==> config.mk <==
export PLATFORM = sky130hd
export DESIGN_NAME = age_ordered_slot_buffer_top
export DESIGN_NICKNAME = d
export VERILOG_FILES = /design/src/rtl/core/aosb_pkg.sv /design/src/rtl/core/aosb_scan_unit.sv /design/src/rtl/core/age_ordered_slot_buffer_top.sv
export SDC_FILE = /design/constraint.sdc
export NUM_CORES = 1
export LEC_CHECK = 0
export BUFFER_PORTS_ARGS = -buffer_cell sky130_fd_sc_hd__buf_2
export CAP_MARGIN = 15
export CORE_ASPECT_RATIO = 0.9
export CORE_MARGIN = 5
export CORE_UTILIZATION = 54
export DETAILED_ROUTE_END_ITERATION = 6
export PLACE_DENSITY = 0.71
export SYNTH_ARGS = -nofsm -noshare
export SYNTH_HDL_FRONTEND = slang
export SYNTH_HIERARCHICAL = 1
export SYNTH_SLANG_ARGS = --single-unit
export TNS_END_PERCENT = 100
==> constraint.sdc <==
create_clock -name clk_i -period 17.1 [get_ports clk_i]
set_input_delay 0.855 -clock clk_i [delete_from_list [all_inputs] [get_ports clk_i]]
set_output_delay 0.855 -clock clk_i [all_outputs]
set_load 0.01 [all_outputs]
==> src/rtl/core/aosb_pkg.sv <==
// ----------------------------------------------------------------------------
// aosb_pkg - shared types and constants for the age ordered slot buffer
// Slot count, field widths, status codes, register indexes, sequencer states.
// ----------------------------------------------------------------------------
package aosb_pkg;

  localparam int SLOTS       = 16;
  localparam int MAX_RESULTS = 16;
  localparam int IDX_W       = (SLOTS > 1) ? $clog2(SLOTS) : 1;
  localparam int CNT_W       = $clog2(SLOTS + 1);
  localparam int AGE_W       = 5;
  localparam int AGE_MAX     = 31;
  localparam int VAL_W       = 32;
  localparam int SLOT_W      = 4;
  localparam int CFG_W       = 5;
  localparam int CFG_IDX_W   = 1;
  localparam int OUT_DATA_W  = ((VAL_W + SLOT_W + 7) / 8) * 8;

  localparam logic [CFG_IDX_W-1:0] REG_SLOTS_IN_USE = 1'b0;
  localparam logic [CFG_IDX_W-1:0] REG_TAKE_COUNT   = 1'b1;

  localparam logic REQ_PUT  = 1'b0;
  localparam logic REQ_TAKE = 1'b1;

  typedef enum logic [1:0] {
    ST_PUT_OK       = 2'd0,
    ST_PUT_FULL     = 2'd1,
    ST_TAKEN        = 2'd2,
    ST_TAKE_REFUSED = 2'd3
  } status_e;

  typedef enum logic [2:0] {
    S_IDLE,
    S_PUT_SCAN,
    S_TAKE_SCAN,
    S_TAKE_POP,
    S_EMIT
  } state_e;

  typedef struct packed {
    logic clear;
    logic step;
  } scan_ctrl_t;

endpackage

==> src/rtl/core/aosb_scan_unit.sv <==
// ----------------------------------------------------------------------------
// aosb_scan_unit - shared age compare unit
// Walks one slot age per step, tracks the oldest slot seen and flags free slots.
// ----------------------------------------------------------------------------
module aosb_scan_unit
  import aosb_pkg::*;
(
  input  logic             clk_i,
  input  logic             rst_ni,
  input  scan_ctrl_t       ctrl_i,
  input  logic [AGE_W-1:0] age_i,
  input  logic [IDX_W-1:0] idx_i,
  output logic             free_o,
  output logic [IDX_W-1:0] pos_o
);

  logic [AGE_W-1:0] best_q, best_d;
  logic [IDX_W-1:0] pos_q, pos_d;

  assign free_o = (age_i == '0);
  assign pos_o  = pos_q;

  always_comb begin
    best_d = best_q;
    pos_d  = pos_q;
    if (ctrl_i.clear) begin
      best_d = '0;
      pos_d  = '0;
    end else if (ctrl_i.step && (age_i >= best_q)) begin
      // later slot wins a tie
      best_d = age_i;
      pos_d  = idx_i;
    end
  end

  always_ff @(posedge clk_i or negedge rst_ni) begin
    if (!rst_ni) begin
      best_q <= '0;
      pos_q  <= '0;
    end else begin
      best_q <= best_d;
      pos_q  <= pos_d;
    end
  end

endmodule

==> src/rtl/core/age_ordered_slot_buffer_top.sv <==
// ----------------------------------------------------------------------------
// age_ordered_slot_buffer_top - slot buffer with per-slot ages
// Puts land in the lowest free slot; takes remove the oldest items in turn.
// ----------------------------------------------------------------------------
//  channel  | direction | contents
//  s_axis   | in        | tuser: req_type; tdata: item_value
//  m_axis   | out       | tuser: status; tdata: out_value, slot_index; tlast: last_of_run
//  cfg      | in        | write enable, register index, 5-bit data
//
// A put scans slots from the lowest upward, k of them, k being at most slots_in_use.
// A take handles take_count items; each item is one full age scan
// through the shared compare unit, a pop step and a result step. A refusal may be
// decided on acceptance. Reset clears all ages and
// occupancy and returns the registers to 16 slots and a take count of 1.
// A stalled result holds the sequencer; the last result of an item waits in
// the output register while the next item is accepted.
// ----------------------------------------------------------------------------
module age_ordered_slot_buffer_top
  import aosb_pkg::*;
(
  input  logic                  clk_i,
  input  logic                  rst_ni,
  input  logic                  s_axis_tvalid,
  output logic                  s_axis_tready,
  input  logic [VAL_W-1:0]      s_axis_tdata,   // [31:0] item_value
  input  logic                  s_axis_tuser,   // [0] req_type
  output logic                  m_axis_tvalid,
  input  logic                  m_axis_tready,
  output logic [OUT_DATA_W-1:0] m_axis_tdata,   // [31:0] out_value, [35:32] slot_index
  output logic [1:0]            m_axis_tuser,   // [1:0] status
  output logic                  m_axis_tlast,   // last_of_run
  input  logic                  cfg_we_i,
  input  logic [CFG_IDX_W-1:0]  cfg_idx_i,
  input  logic [CFG_W-1:0]      cfg_wdata_i
);

  state_e state_q, state_d;

  logic [CFG_W-1:0] slots_cfg_q, take_cfg_q;
  logic [AGE_W-1:0] age_q [SLOTS];
  logic [AGE_W-1:0] age_d [SLOTS];
  logic [VAL_W-1:0] val_mem [SLOTS];
  logic             val_we;
  logic [IDX_W-1:0] val_waddr;

  logic [CNT_W-1:0] occ_q, occ_d;
  logic [CNT_W-1:0] rem_q, rem_d;
  logic [IDX_W-1:0] idx_q, idx_d;
  logic [VAL_W-1:0] req_val_q, req_val_d;

  status_e          res_status_q, res_status_d;
  logic [VAL_W-1:0] res_val_q, res_val_d;
  logic [IDX_W-1:0] res_slot_q, res_slot_d;
  logic             res_last_q, res_last_d;

  logic             m_valid_q, m_valid_d;
  status_e          m_status_q;
  logic [VAL_W-1:0] m_val_q;
  logic [IDX_W-1:0] m_slot_q;
  logic             m_last_q;
  logic             m_load;

  logic [CNT_W-1:0] n_eff;
  logic             take_bad;
  scan_ctrl_t       scan_ctrl;
  logic             scan_free;
  logic [IDX_W-1:0] scan_pos;

  // clamp slots_in_use into 1..SLOTS
  always_comb begin
    if (slots_cfg_q == '0) begin
      n_eff = CNT_W'(1);
    end else if (int'(slots_cfg_q) > SLOTS) begin
      n_eff = CNT_W'(SLOTS);
    end else begin
      n_eff = CNT_W'(slots_cfg_q);
    end
  end

  assign take_bad = (take_cfg_q == '0) || (int'(take_cfg_q) > int'(n_eff))
                 || (int'(take_cfg_q) > MAX_RESULTS) || (int'(take_cfg_q) > int'(occ_q));

  aosb_scan_unit u_scan (
    .clk_i  (clk_i),
    .rst_ni (rst_ni),
    .ctrl_i (scan_ctrl),
    .age_i  (age_q[idx_q]),
    .idx_i  (idx_q),
    .free_o (scan_free),
    .pos_o  (scan_pos)
  );

  assign s_axis_tready = (state_q == S_IDLE);
  assign m_load        = !m_valid_q || m_axis_tready;

  always_comb begin
    state_d      = state_q;
    occ_d        = occ_q;
    rem_d        = rem_q;
    idx_d        = idx_q;
    req_val_d    = req_val_q;
    res_status_d = res_status_q;
    res_val_d    = res_val_q;
    res_slot_d   = res_slot_q;
    res_last_d   = res_last_q;
    age_d        = age_q;
    val_we       = 1'b0;
    val_waddr    = idx_q;
    scan_ctrl    = '0;
    m_valid_d    = m_valid_q && !m_axis_tready;

    case (state_q)
      S_IDLE: begin
        if (s_axis_tvalid) begin
          req_val_d       = s_axis_tdata;
          idx_d           = '0;
          scan_ctrl.clear = 1'b1;
          res_val_d       = '0;
          res_slot_d      = '0;
          res_last_d      = 1'b1;
          if (s_axis_tuser == REQ_PUT) begin
            if (occ_q < n_eff) begin
              state_d = S_PUT_SCAN;
            end else begin
              res_status_d = ST_PUT_FULL;
              state_d      = S_EMIT;
            end
          end else begin
            if (take_bad) begin
              res_status_d = ST_TAKE_REFUSED;
              state_d      = S_EMIT;
            end else begin
              rem_d   = CNT_W'(take_cfg_q);
              state_d = S_TAKE_SCAN;
            end
          end
        end
      end

      S_PUT_SCAN: begin
        if (scan_free) begin
          // age the occupied slots, then claim the free one
          for (int i = 0; i < SLOTS; i++) begin
            if (age_q[i] != '0 && int'(age_q[i]) < AGE_MAX) begin
              age_d[i] = age_q[i] + AGE_W'(1);
            end
          end
          age_d[idx_q] = AGE_W'(1);
          val_we       = 1'b1;
          val_waddr    = idx_q;
          occ_d        = occ_q + CNT_W'(1);
          res_status_d = ST_PUT_OK;
          res_val_d    = req_val_q;
          res_slot_d   = idx_q;
          state_d      = S_EMIT;
        end else if (int'(idx_q) + 1 >= int'(n_eff)) begin
          res_status_d = ST_PUT_FULL;
          state_d      = S_EMIT;
        end else begin
          idx_d = idx_q + IDX_W'(1);
        end
      end

      S_TAKE_SCAN: begin
        scan_ctrl.step = 1'b1;
        if (idx_q == IDX_W'(SLOTS - 1)) begin
          state_d = S_TAKE_POP;
        end else begin
          idx_d = idx_q + IDX_W'(1);
        end
      end

      S_TAKE_POP: begin
        age_d[scan_pos] = '0;
        occ_d           = occ_q - CNT_W'(1);
        rem_d           = rem_q - CNT_W'(1);
        res_status_d    = ST_TAKEN;
        res_val_d       = val_mem[scan_pos];
        res_slot_d      = scan_pos;
        res_last_d      = (rem_q == CNT_W'(1));
        state_d         = S_EMIT;
      end

      S_EMIT: begin
        if (m_load) begin
          m_valid_d = 1'b1;
          if (res_last_q) begin
            state_d = S_IDLE;
          end else begin
            idx_d           = '0;
            scan_ctrl.clear = 1'b1;
            state_d         = S_TAKE_SCAN;
          end
        end
      end

      default: begin
        state_d = S_IDLE;
      end
    endcase
  end

  always_ff @(posedge clk_i or negedge rst_ni) begin
    if (!rst_ni) begin
      state_q     <= S_IDLE;
      slots_cfg_q <= CFG_W'(16);
      take_cfg_q  <= CFG_W'(1);
      occ_q       <= '0;
      rem_q       <= '0;
      idx_q       <= '0;
      m_valid_q   <= 1'b0;
      for (int i = 0; i < SLOTS; i++) begin
        age_q[i] <= '0;
      end
    end else begin
      state_q   <= state_d;
      occ_q     <= occ_d;
      rem_q     <= rem_d;
      idx_q     <= idx_d;
      m_valid_q <= m_valid_d;
      age_q     <= age_d;
      if (cfg_we_i) begin
        case (cfg_idx_i)
          REG_SLOTS_IN_USE: slots_cfg_q <= cfg_wdata_i;
          REG_TAKE_COUNT:   take_cfg_q  <= cfg_wdata_i;
          default: ;
        endcase
      end
    end
  end

  // payload registers, no reset
  always_ff @(posedge clk_i) begin
    req_val_q    <= req_val_d;
    res_status_q <= res_status_d;
    res_val_q    <= res_val_d;
    res_slot_q   <= res_slot_d;
    res_last_q   <= res_last_d;
    if (val_we) begin
      val_mem[val_waddr] <= req_val_q;
    end
    if (state_q == S_EMIT && m_load) begin
      m_status_q <= res_status_q;
      m_val_q    <= res_val_q;
      m_slot_q   <= res_slot_q;
      m_last_q   <= res_last_q;
    end
  end

  assign m_axis_tvalid = m_valid_q;
  assign m_axis_tuser  = m_status_q;
  assign m_axis_tlast  = m_last_q;
  assign m_axis_tdata  = {(OUT_DATA_W - VAL_W - SLOT_W)'(0), SLOT_W'(m_slot_q), m_val_q};

endmodule
* Word level (Yosys, flattened, before mapping) *
Memories as Yosys holds them, arrays and structs flattened.
Index checks and enable logic that the tools add are counted.

storage, ports and cells
  register bits after elaboration = 227
  RAM bits = 512
  input bits = 44
  output and inout bits = 45
  word-level logic and storage cells = 283
  memories kept = 1

operators by class
  $add $sub $neg = 21
  order comparisons = 27
  eq/ne operators = 19
  multiplexer cells = 111
  bitwise gates (word level) = 8
  reduce and logical (&&, ||, !) cells = 62

memory list
  name     depth  width  rd ports  clocked after memory_dff  wr ports  RTL line                           text
  val_mem  16     32     1         0                         1         age_ordered_slot_buffer_top.sv:42  logic [VAL_W-1:0] val_mem [SLOTS];

operators by type and width
  cell                                          number
  two-way mux 5 bit                             60
  case mux 80 bit (2 select lines)              1
  case mux 32 bit (3 select lines)              1
  adder 5 x 1 -> 5 bit (second input constant)  17
  bitwise AND 80 bit                            1
  < comparator 5 bit (second input constant)    16
  two-way mux 80 bit                            1
  NOT 80 bit                                    1
  nonzero test 5 bit                            16
  bitwise AND 64 bit                            1
  two-way mux 32 bit                            2
  NOT 64 bit                                    1
  demux 5 bit (select 4 bit)                    2
  two-way mux 4 bit                             9
  two-way mux 3 bit                             8
  logical AND 1 bit                             21
  binary-select mux 5 bit (select 4 bit)        1
  case mux 5 bit (2 select lines)               2
  != test 2 bit (second input constant)         9
  OR 16 bit                                     1
  case mux 4 bit (4 select lines)               1
  zero test 5 bit                               3
  case mux 3 bit (5 select lines)               1
  two-way mux 2 bit                             7
  34 further kinds                              65

* Depth between registers and ports, before layout *
  depth after elaboration = 11
  depth in mapped cells = 13

* Cells and area by module *
The synthesis kept the hierarchy.

by module, submodules not included
  module                       instances  cells each  area an instance (um2)  seq. area each (um2)
  age_ordered_slot_buffer_top  1          1786        30698.2                 21383.0
  aosb_scan_unit               1          57          575.6                   225.2

* Worst setup path before layout *
OpenSTA, ideal clock, no wires.

  kind = register -> register
  from = reg idx_q[0]
  to = reg res_slot_q[0] (enable)
  setup time = 484 ps
  arrival = 5660 ps
  setup slack = 10956 ps
  stages on the path, launching flop included = 9
  path buffers = 2
  path through = dfrtp_1 buf_2 buf_1 mux4_2 mux4_2 or4_1 nor2_1 nor2_1 a211oi_1

between the ends
  cells in the longest elaborated chain, start to end = 7

ends and longest elaborated chain
  element                                                RTL line                            text
  start, declared                                        age_ordered_slot_buffer_top.sv:48   logic [IDX_W-1:0] idx_q, idx_d;
  start signal, assigned                                 age_ordered_slot_buffer_top.sv:219  idx_q <= idx_d;
  NOT 4 -> 5 bit (not written as such)                   age_ordered_slot_buffer_top.sv:87   .age_i (age_q[idx_q]),
  binary-select mux 5 bit (select 4 bit)                 age_ordered_slot_buffer_top.sv:87
  two-way mux 5 bit (not written as such) (2 in series)  age_ordered_slot_buffer_top.sv:87
  zero test 5 bit                                        aosb_scan_unit.sv:20                assign free_o = (age_i == '0);
  net scan_free                                          age_ordered_slot_buffer_top.sv:66   logic scan_free;
  != test 2 bit (no line)                                n/a
  AND reduction 3 bit (no line)                          n/a
  end signal, assigned                                   age_ordered_slot_buffer_top.sv:237  res_slot_q <= res_slot_d;
  end, declared                                          age_ordered_slot_buffer_top.sv:53   logic [IDX_W-1:0] res_slot_q, res_slot_d;

The timed path passes the listed nets, and every way through them passes these cells. The select of a mux whose other input is x is not followed.
A chain may end at the register's enable or synchronous reset.

* Final worst setup path *
  from = reg idx_q[0]
  to = mem val_mem[11][0] (enable)

between the ends
  cells in the longest elaborated chain, start to end = 9

ends and longest elaborated chain
  element                                                RTL line                            text
  NOT 4 -> 5 bit (not written as such)                   age_ordered_slot_buffer_top.sv:87
  binary-select mux 5 bit (select 4 bit)                 age_ordered_slot_buffer_top.sv:87
  two-way mux 5 bit (not written as such) (2 in series)  age_ordered_slot_buffer_top.sv:87
  zero test 5 bit                                        aosb_scan_unit.sv:20
  net scan_free                                          age_ordered_slot_buffer_top.sv:66
  two-way mux 1 bit                                      age_ordered_slot_buffer_top.sv:141  if (scan_free) begin
  two-way mux 1 bit                                      age_ordered_slot_buffer_top.sv:112  case (state_q)
  two-way mux 1 bit                                      age_ordered_slot_buffer_top.sv:239  if (val_we) begin
  two-way mux 1 bit (not written as such)                age_ordered_slot_buffer_top.sv:240  val_mem[val_waddr] <= req_val_q;
  end, declared                                          age_ordered_slot_buffer_top.sv:42

The timed path passes the listed nets, and every way through them passes these cells. The select of a mux whose other input is x is not followed.

==> impl_metrics.tcl <==
set metrics [dict create \
    crit_required_ps 17320 \
    cts_max_path_buffers 3 \
    syn_area_per_cell_um2 16.97 \
    max_stage_delay_ps 950 \
    fp.dieH_um 238.3 \
    ys_ff_latch 739 \
    slowest_stage "nor2_4" \
    drt_iter0_markers 2128 \
    wl_um 71480 \
    vias 17661 \
    grt_pass1_wl_um 109600 \
    cts_made_buffers 73 \
    worst-path-buf-inv 2 \
    synth_area_mm2 0.03127 \
    crit_path_end_kind "flip-flop" \
    leakage_nw 12.03 \
    dp_hpwl_um 40870 \
    synth_cells 1843 \
    hp-class "in2async" \
    root_buffer "clkbuf_16" \
    syn_to_final_growth_pct 12.25 \
    cts_resized 0 \
    gp_congestion 0.9034 \
    antenna_cells 0 \
    fin_nets 2064 \
    dp.cells 2645 \
    cts.clk_slew.worst_paths_ps 60 \
    start_util_pct 54.65 \
    ys_types 65 \
    post-route-drc-count 0 \
    tightest_slew_ps 1177 \
    pin_count 89 \
    row_count 83 \
    whs_ps 272.0 \
    startpoint_type "flip-flop" \
    core_mm2 0.05722 \
    synth_edf_count 622 \
    setup_ws_ps 12100 \
    slew_violations 0 \
    viasPerCell 6.360 \
    die_area_mm2 0.06283 \
    antenna_found_initial 0 \
    ir_drop_mv 0.09326 \
    grt_overflow 0 \
    cp_cell_sequence "buf_4 > mux4_2 > mux4_2 > or4_1 > nor2_1 > nand2_2 > buf_4 > nor2_4" \
    synth_top_area_share_pct 59.72 \
    fin_skew_ps 29.17 \
    ys_seq_area_share_pct 69.09 \
    clk_latency_ps 620 \
    place_area_mm2 0.03272 \
    postCtsHoldBufs 0 \
    crit_family "simple AND/OR/NAND/NOR gates" \
    cts_tree "done" \
    wl_per_cell_um 25.74 \
    period_minus_slack_ps 5003 \
    fmax_mhz 199.9 \
    power.density_mw_per_mm2 134.7 \
    drt_first_pass_iters 6 \
    drv_cap 0 \
    grt_max_degree 112 \
    clock_sinks 739 \
    crit_fanout 32 \
    post-cts-setup-buffers 0 \
    gr-usage-all-layers_pct 22.78 \
    fin_cells 2777 \
    critPathArrivalTime_ps 5220 \
    drive_gt1_share_pct 22.27 \
    min_period_over_period_pct 29.26 \
    synthTopCellsByArea "edfxtp_1 60%, mux4_2 13%, dfrtp_1 9.2%, ha_1 2.5%, o21ai_0 2.1%" \
    pre_cts_ws_ps 12090 \
    relSlewSlack_pct 21.35 \
    h-tree-depth 3 \
    status "completed" \
    synth_flop_cell "edfxtp_1" \
    dieWidth_um 263.7 \
    yosysWarnings 6 \
    async_reset_ff_share_pct 15.83 \
    setup_tns_ps 0 \
    synthTopCellsByCount "622 x edfxtp_1, 185 x mux4_2, 130 x nand2_1, 130 x o21ai_0, 115 x dfrtp_1" \
    synth_most_common_cell "edfxtp_1" \
    final_area_mm2 0.03510 \
    setup_viol 0 \
    port_buffers 84 \
    drtAntennaViolNets 0 \
    yosysTopAreaCell "edfxtp_1" \
    path_class "reg2reg" \
    grt_pass1_vias 17718 \
    rsz0062_at_grt "no" \
    finalHoldViolCount 0 \
]
## per-layer routing
metal  vias up  track usage, %  routed length [um]
met3       136           4.598                5676
met2       814           35.89               34070
met1      9137           33.17               29870
met4         0           6.383                1868
li1       7574               -                   -
met5         -               0                   0
## per-stage QoR
stage / power (mW) / utilization [%]
after detailed placement: 3.173 / 57.18
after global placement: 3.143 / 57.18
after CTS: 4.764 / 61.30
final: 4.730 / 61.35
after global routing: 4.932 / 61.35
after floorplan: 2.876 / -
## final timing paths
kind                       slack [ps]               startpoint                          end  cells after the start
min in group clk_i                410         s_axis_tdata[16]      req_val_q[16]$_DFFE_PP_                      1
max in group asynchronous       15390                   rst_ni  u_scan/pos_o[2]$_DFFE_PN0P_                      2
setup reg to reg                12100     idx_q[0]$_DFFE_PN0P_     val_mem[11][0]$_DFFE_PP_                      8
setup / recovery                12100     idx_q[0]$_DFFE_PN0P_     val_mem[11][0]$_DFFE_PP_                      8
hold reg to reg                   410  res_val_q[14]$_DFFE_PP_        m_val_q[14]$_DFFE_PP_                      0
hold / removal                    270                   rst_ni        age_q[64]$_DFFE_PN0P_                      1
## cell families after synthesis
logic type      Yosys count  share of synthesized area, %
flops                   739                         69.09
compound gates          349                         7.001
simple gates            331                         5.137
mux                     205                         14.00
buf+inv                 144                         1.876
fa+ha+maj                66                         2.653
xor+xnor                  8                        0.2241
other cells               1                       0.01199
## area by class of cell
| cell class | count | area [um^2] |
|---|---|---|
| clock buffers | 90 | 1943 |
| clock inverters | 41 | 416.7 |
| fillers | 4004 | 22120 |
| inverters | 63 | 236.5 |
| multi-input cells | 963 | 9238 |
| flip-flops and latches | 739 | 21620 |
| well taps | 765 | 957.2 |
| repair buffers | 116 | 695.7 |
## sequential cells by signal, indices dropped and copies added, names as in the netlist, 5 cells and up
| signal | count |
|---|---|
| occ_q | 5 |
| rem_q | 5 |
| req_val_q | 32 |
| res_val_q | 32 |
| u_scan/best_q | 5 |
| slots_cfg_q | 5 |
| age_q | 80 |
| m_val_q | 32 |
| take_cfg_q | 5 |
| val_mem | 512 |
## power breakdown
group	switching [mW]	internal, mW	total [mW]
clock	0.675	0.919	1.59
combinational	0.428	0.295	0.723
sequential	0.176	2.24	2.41
total	1.28	3.45	4.73
## worst register-to-register path, stage by stage, from the launching register on
cell	delay, ps
dfrtp_1	400
buf_4	400
mux4_2	570
mux4_2	530
or4_1	550
nor2_1	360
nand2_2	400
buf_4	420
nor2_4	960
## placed cells by master, fill, tap and decap left out, types with 8 or more instances in the layout
master and count:
nand2_1 129, mux2i_1 10, buf_2 83, inv_1 60
nor4b_1 16, mux4_2 185, dfrtp_1 111, clkbuf_1 14
a22oi_1 8, o21ai_0 130, edfxtp_1 622, buf_4 31
a21oi_1 71, a22o_1 53, nor2_1 43, nor2_4 17
nand2b_1 21, nand3_1 29, clkinv_2 9, a31oi_1 29
and2_1 9, nor2b_1 18, a21o_1 15, clkbuf_16 75
and3_1 21, clkinv_1 18, mux2_2 10, ha_1 63
Note: power is estimated with default switching activity, not from simulation.
